`config.mk`:
```
export PLATFORM = sky130hd
export DESIGN_NAME = jmh_ctrl
export DESIGN_NICKNAME = d
export VERILOG_FILES = /design/src/design/jmh_pkg.sv /design/src/design/jmh_ctrl.sv
export SDC_FILE = /design/constraint.sdc
export NUM_CORES = 1
export LEC_CHECK = 0
export BUFFER_PORTS_ARGS = -buffer_cell sky130_fd_sc_hd__buf_2
export CAP_MARGIN = 25
export CORE_UTILIZATION = 50
export DETAILED_ROUTE_END_ITERATION = 6
export PLACE_DENSITY = 0.75
export SYNTH_ARGS = -nofsm -noshare
export SYNTH_HDL_FRONTEND = slang
export SYNTH_SLANG_ARGS = --single-unit
```
`constraint.sdc`:
```
create_clock -name clk -period 2 [get_ports clk]
set_clock_uncertainty 0.15 [all_clocks]
set_input_delay 0.1 -clock clk [delete_from_list [all_inputs] [get_ports clk]]
set_output_delay 0.1 -clock clk [all_outputs]
set_load 0.05 [all_outputs]
```
`src/design/jmh_pkg.sv`:
```
// ----------------------------------------------------------------------------
// jmh_pkg
// Shared types and constants for the job max-heap with drop-min core.
// ----------------------------------------------------------------------------
`default_nettype none
package jmh_pkg;

	localparam int CAPACITY = 1024;
	localparam int AW = $clog2(CAPACITY);
	localparam int CW = $clog2(CAPACITY + 1);

	// Request kinds.
	localparam logic [1:0] REQ_INSERT = 2'd0;
	localparam logic [1:0] REQ_POP    = 2'd1;

	// Result status codes.
	localparam logic [2:0] ST_INSERTED = 3'd0;
	localparam logic [2:0] ST_MAX      = 3'd1;
	localparam logic [2:0] ST_MIN      = 3'd2;
	localparam logic [2:0] ST_EMPTY    = 3'd3;
	localparam logic [2:0] ST_FULL     = 3'd4;

	typedef struct packed {
		logic        [1:0]  req_type;
		logic signed [31:0] job_ident;
		logic signed [31:0] job_priority;
	} req_t;

	typedef struct packed {
		logic        [2:0]    status;
		logic signed [31:0]   out_ident;
		logic signed [31:0]   out_priority;
		logic        [CW-1:0] waiting_count;
	} res_t;

	// One heap slot.
	typedef struct packed {
		logic signed [31:0] ident;
		logic signed [31:0] prio;
	} job_t;

	// Datapath operations issued by the controller.
	typedef enum logic [4:0] {
		OP_NONE,
		OP_START,
		OP_INS_LOAD,
		OP_RD_PARENT,
		OP_UP_STEP,
		OP_RD_L,
		OP_TAKE_L,
		OP_TAKE_R,
		OP_DOWN_STEP,
		OP_WRITE_E,
		OP_RD_ROOT,
		OP_POP_TAKE,
		OP_RD_LAST,
		OP_LOAD_E,
		OP_SCAN_START,
		OP_SCAN_STEP,
		OP_DROP_TAKE
	} dp_op_t;

	// Status flags returned by the datapath.
	typedef struct packed {
		logic cnt_zero;
		logic cnt_full;
		logic pos_zero;
		logic up_swap;
		logic l_in;
		logic best_child;
		logic scan_done;
		logic lo_lt_cnt;
	} dp_stat_t;

endpackage
`default_nettype wire

```
`src/design/jmh_ctrl.sv`:
```
// ----------------------------------------------------------------------------
// jmh_ctrl
// Request sequencer: walks insert, pop-max and drop-min through the datapath.
// ----------------------------------------------------------------------------
`default_nettype none
module jmh_ctrl (
	input  wire logic             clk,
	input  wire logic             arst_n,
	input  wire logic             start,
	input  wire logic [1:0]       req_type,
	input  wire jmh_pkg::dp_stat_t stat,
	output jmh_pkg::dp_op_t       op,
	output logic                  busy,
	output logic                  strobe,
	output logic [2:0]            status
);
	import jmh_pkg::*;

	typedef enum logic [4:0] {
		S_IDLE, S_CHK, S_INS, S_UP_CHK, S_UP_RD, S_UP_CMP, S_DN_CHK, S_DN_L,
		S_DN_R, S_DN_MV, S_WR, S_POP_RD, S_POP_TK, S_POP_CHK, S_LAST_RD,
		S_LAST_LD, S_SCAN_ST, S_SCAN, S_DR_TK, S_DR_CHK, S_DONE
	} state_t;

	typedef enum logic [1:0] {K_INS, K_POP, K_DROP} kind_t;

	state_t state_q;
	kind_t  kind_q;
	logic [2:0] st_q;

	// Operation issued in each state.
	always_comb begin
		op = OP_NONE;
		unique case (state_q)
			S_IDLE:    if (start) op = OP_START;
			S_INS:     op = OP_INS_LOAD;
			S_UP_RD:   op = OP_RD_PARENT;
			S_UP_CMP:  if (stat.up_swap) op = OP_UP_STEP;
			S_DN_CHK:  if (stat.l_in) op = OP_RD_L;
			S_DN_L:    op = OP_TAKE_L;
			S_DN_R:    op = OP_TAKE_R;
			S_DN_MV:   if (stat.best_child) op = OP_DOWN_STEP;
			S_WR:      op = OP_WRITE_E;
			S_POP_RD:  op = OP_RD_ROOT;
			S_POP_TK:  op = OP_POP_TAKE;
			S_LAST_RD: op = OP_RD_LAST;
			S_LAST_LD: op = OP_LOAD_E;
			S_SCAN_ST: op = OP_SCAN_START;
			S_SCAN:    op = OP_SCAN_STEP;
			S_DR_TK:   op = OP_DROP_TAKE;
			default: ;
		endcase
	end

	// State and result status.
	always_ff @(posedge clk or negedge arst_n) begin
		if (!arst_n) begin
			state_q <= S_IDLE;
			kind_q  <= K_INS;
			st_q    <= ST_INSERTED;
		end else begin
			unique case (state_q)
				S_IDLE: if (start) begin
					state_q <= S_CHK;
					if (req_type == REQ_INSERT)   kind_q <= K_INS;
					else if (req_type == REQ_POP) kind_q <= K_POP;
					else                          kind_q <= K_DROP;
				end
				S_CHK: begin
					if (kind_q == K_INS) begin
						if (stat.cnt_full) begin
							st_q    <= ST_FULL;
							state_q <= S_DONE;
						end else begin
							st_q    <= ST_INSERTED;
							state_q <= S_INS;
						end
					end else if (stat.cnt_zero) begin
						st_q    <= ST_EMPTY;
						state_q <= S_DONE;
					end else if (kind_q == K_POP) begin
						st_q    <= ST_MAX;
						state_q <= S_POP_RD;
					end else begin
						st_q    <= ST_MIN;
						state_q <= S_SCAN_ST;
					end
				end
				S_INS: state_q <= S_UP_CHK;
				S_UP_CHK: begin
					if (!stat.pos_zero)        state_q <= S_UP_RD;
					else if (kind_q == K_INS)  state_q <= S_WR;
					else                       state_q <= S_DN_CHK;
				end
				S_UP_RD: state_q <= S_UP_CMP;
				S_UP_CMP: begin
					if (stat.up_swap)          state_q <= S_UP_CHK;
					else if (kind_q == K_INS)  state_q <= S_WR;
					else                       state_q <= S_DN_CHK;
				end
				S_DN_CHK:  state_q <= stat.l_in ? S_DN_L : S_WR;
				S_DN_L:    state_q <= S_DN_R;
				S_DN_R:    state_q <= S_DN_MV;
				S_DN_MV:   state_q <= stat.best_child ? S_DN_CHK : S_WR;
				S_WR:      state_q <= S_DONE;
				S_POP_RD:  state_q <= S_POP_TK;
				S_POP_TK:  state_q <= S_POP_CHK;
				S_POP_CHK: state_q <= stat.cnt_zero ? S_DONE : S_LAST_RD;
				S_LAST_RD: state_q <= S_LAST_LD;
				S_LAST_LD: state_q <= (kind_q == K_POP) ? S_DN_CHK : S_UP_CHK;
				S_SCAN_ST: state_q <= S_SCAN;
				S_SCAN:    if (stat.scan_done) state_q <= S_DR_TK;
				S_DR_TK:   state_q <= S_DR_CHK;
				S_DR_CHK:  state_q <= stat.lo_lt_cnt ? S_LAST_RD : S_DONE;
				S_DONE:    state_q <= S_IDLE;
				default:   state_q <= S_IDLE;
			endcase
		end
	end

	assign busy   = state_q != S_IDLE;
	assign strobe = state_q == S_DONE;
	assign status = st_q;

endmodule
`default_nettype wire
```
# Word level (Yosys, flattened, before mapping)
# Cells that the tools add are included.
classes:
  eq_ne: 24
  mux: 26
  n_reduce_logical: 6
op_table:
  columns: ["op", "count"]
  rows:
  - ["$pmux 5 s20", 1]
  - ["$pmux 5 s16", 1]
  - ["$mux 5", 9]
  - ["$eq 5x4->1 const B", 8]
  - ["$eq 5x5->1 const B", 5]
  - ["$eq 5x3->1 const B", 4]
  - ["$mux 4", 5]
  - ["$mux 3", 5]
  - ["$eq 5x2->1 const B", 2]
  - ["$mux 2", 4]
  - ["$eq 5x1->1 const B", 1]
  - ["$logic_not 5->1", 1]
  - ["$reduce_bool 5->1", 1]
  - ["$eq 2x1->1 const B", 2]
  - ["$logic_not 2->1", 2]
  - ["$ne 2x2->1 const B", 2]
  - ["$reduce_and 2->1", 2]
  - ["$mux 1", 1]
word_totals:
  register_bits: 10
  inputBits: 13
  out_inout_bits: 10
  word_cells: 59

# Logic depth before layout (Yosys ltp)
depth:
  depth_word: 5
  ltp_mapped: 7

# Worst setup path after synthesis
# No wires, ideal clock.
synth_timing:
  path_type: "flip-flop to output port"
  from: "reg state_q[1]"
  to: "out strobe"
  t_arrival_ns: 2.312
  required_ns: 1.750
  path_slack_ns: -0.562
  path_stages_with_launch: 5
  n_path_buf: 1
  cell_sequence: "dfrtp_1 > clkbuf_1 > inv_1 > nand2_1 > nor4_1"
synth_via:
  elab_chain_cells: 1
synth_rtl:
  columns: ["item", "line", "source"]
  rows:
  - ["from (decl)", "jmh_ctrl.sv:27", "state_t state_q;"]
  - ["from (signal assigned)", "jmh_ctrl.sv:101", "S_DN_CHK: state_q <= stat.l_in ? S_DN_L : S_WR;"]
  - ["from (signal assigned)", "jmh_ctrl.sv:104", "S_DN_MV: state_q <= stat.best_child ? S_DN_CHK : S_WR;"]
  - ["from (signal assigned)", "jmh_ctrl.sv:108", "S_POP_CHK: state_q <= stat.cnt_zero ? S_DONE : S_LAST_RD;"]
  - ["$eq 5x5->1", "jmh_ctrl.sv:122", "assign strobe = state_q == S_DONE;"]
  - ["to (decl)", "jmh_ctrl.sv:14", "output logic strobe,"]
# No other way between the ends.

# Worst setup path after layout
layout_timing:
  from: "reg state_q[1]"
  to: "out op[1]"
layout_via:
  elab_chain_cells: 2
layout_rtl:
  columns: ["item", "line", "source"]
  rows:
  - ["$eq 5x5->1 (tied with other cells)", "jmh_ctrl.sv:34", "unique case (state_q)"]
  - ["$pmux 5 s16 (*)", "jmh_ctrl.sv:34", null]
  - ["to (decl)", "jmh_ctrl.sv:12", "output jmh_pkg::dp_op_t op,"]
# Mark *: on every way between the ends. The rest lies on a longest branch, timed or not.

==> results.toml <==
[synth]
yosysTopAreaCellShare_pct = 25.2
post-synth-top-area-cell = "dfrtp_1"
synth_nets = 153
synthArstFlopShare_pct = 100
yosys_most_used_dff = "dfrtp_1"
synth_edf_count = 0
netlist_top_cells_area = "dfrtp_1 (25%), a21oi_1 (7.5%), nor2_1 (6.8%), o21ai_0 (6.0%), nand2_1 (5.3%)"
syn-instance-count = 140
synth-seq-cells = 10
syn-cell-area_um2 = 995
ys_warn_count = 0
syn_avg_cell_area_um2 = 7.11
synth_cell_types = 37
synth_seq_area_share_pct = 25.2

[sta]
final-setup-viol-count = 1
slew_headroom_pct = 74.0
drv_slew = 0
period_needed_ns = 2.00
setup_ws_ns = -0.000160
finalHoldViolCount = 0
whs_ns = 0.0589
worst_pin_slew_ns = 0.385
fmax_mhz = 500
rsz0062_at_grt = "true"
period_share_pct = 100

[floorplanning]
die_area_mm2 = 0.00217
core_mm2 = 0.00180
row_count = 15
io_pins = 23
die_h_um = 46.6
initial_core_util_pct = 55.2
chipWidth_um = 46.6

[outcome]
violations = "negative setup slack"
status = "finished, violations left"

[pwr]
finalPower_mw = 2.61
power_frac_seq_pct = 16.9
power.density_mw_per_mm2 = 1940
ir_worst_vdd_mv = 1.21
p_clk_share_pct = 7.3
p_sw_mw = 1.46
comb_power_share_pct = 75.8
p_int_mw = 1.15
swShare_pct = 56.0
leakage_nw = 0.579

[routing]
drc_errors = 0
drt_iter0_markers = 87
viasPerCell = 6.65
dr.pass1.iters = 6
drt-total-wl_um = 3450
wire_per_inst_um = 16.8
ant_nets = 0
vias = 1364

[final_layout]
fillers = 145
final_common_cell = "buf_4"
diodes = 0
area_growth_pct = 35.5
drive_gt1_share_pct = 33.9
fin_area_mm2 = 0.00135
final_nets = 194
layout_common_cells = "buf_4 (21), buf_2 (19), nor2_1 (17)"
fin_cells = 205

[setup_path]
cp_max_fo = 6
start_kind = "flip-flop"
r2r_end = "state_q[1]"
required_ns = 1.75
r2r_slack_ns = 0.09
crit_arrival_ns = 1.75
worstSetupPathType = "flip-flop to output port"
r2r-start = "state_q[0]"
worstSetupEndpoint = "op[1]"
r2r_cells = 6
worstSetupStartpoint = "state_q[1]"
cp-end-kind = "output port"

[placed_design]
post-place-ws_ns = 0.106
dpl-instance-area_mm2 = 0.00119
placed_cells = 189
globalplace.congestion = 0.934
dpl.hpwl_um = 2390
port_buffers = 22

[clock_tree]
clock_latency_ns = 0.28
clock_sinks = 10
path_clk_slew_ns = 0.07
htreeDepth = 1
cts_tree = "done"
root_buffer = "clkbuf_4"
cts_buffers = 3
clock_path_buffers = 2

[job]
maxCapViolCount = 0

[grt]
grt-ovfl-total = 0
grtUsageTotal_pct = 34.6
grt_pass1_wl_um = 5190
antenna_found_initial = 0
grt_pass1_vias = 1136
grt_max_degree = 19

[min_path]
hold_class = "input pin to async pin"
## per-stage QoR
step                      utilization (%)   TNS (ns)
after global placement               66.1          0
after detailed placement             66.1          0
after floorplan                         -   -0.00720
after CTS                            71.5          0
after global routing                 74.8     -0.138
final                                74.8  -0.000160
## metal layers
layer	vias to the layer above	global-route usage [%]	wire length, um
met5	-	0	0
met1	599	46.6	1290
met2	124	52.2	1550
met3	36	11.4	442
met4	0	9.41	171
li1	605	-	-
## flip-flops by register name, summed over array words and instances, names as in the netlist
name and count:
status 3, state_q 5, kind_q 2
## synth_stat cells, drive strengths merged (4+ instances only)
cell	n
nand3	4
o22ai	4
o32ai	4
o21ai	12
dfrtp	10
nor3	7
a21oi	15
nand2	14
buf	9
inv	5
a221oi	4
nor2	18
## critical path, cell delays in order, from the launching register on
cell       delay [ns]
dfrtp_2          0.43
clkbuf_2         0.18
buf_4            0.14
nand2_1          0.07
o32ai_1          0.30
o2bb2ai_1        0.15
buf_4            0.21
## worst min-delay path by stage
| stage | to | cells past startpoint | slack (ns) | startpoint |
|---|---|---|---|---|
| 5_1_grt | state_q[1] | 3 | 0.09 | stat[1] |
| 2_1_floorplan | kind_q[0] | 0 | -0.35 | arst_n |
| 3_3_place_gp | state_q[3] | 1 | -0.18 | arst_n |
| 6_report | status[0] | 2 | 0.06 | arst_n |
| 4_1_cts | status[0] | 2 | 0.07 | arst_n |
| 3_5_place_dp | state_q[3] | 1 | -0.17 | arst_n |
## power by group through the flow
stage	logic [mW]	clock network (mW)	registers (mW)
floorplan	1.24	0	0.475
global placement	1.69	0	0.445
detailed placement	1.74	0	0.450
CTS	1.78	0.192	0.451
global route	2.11	0.201	0.443
finish	1.98	0.191	0.441
## cells by family (layout without fill, tap and decap cells)
| family | Yosys count | in the layout | synth area share (%) |
|---|---|---|---|
| mux | 2 | 2 | 2.14 |
| compound gates | 51 | 51 | 33.1 |
| buf+inv | 17 | 57 | 9.31 |
| xor+xnor | 1 | 1 | 0.881 |
| flops | 10 | 10 | 25.2 |
| simple gates | 59 | 59 | 29.4 |
## final cells by class
cell class | instances | area (um2) | area share (%)
sequential | 10 | 254 | 18.8
clock buffer | 4 | 36.3 | 2.69
multi-input combinational | 113 | 683 | 50.7
inverter | 5 | 18.8 | 1.39
timing repair buffer | 48 | 324 | 24.0
tap | 25 | 31.3 | 2.32
## timing repair
action	CTS	global route
hold buffers	5	0
setup buffers	0	7
pin swaps	1	1
resized for setup	5	6
setup endpoints to repair	4	5
hold endpoints to repair	14	0
Power figures use the tool's default switching activity.
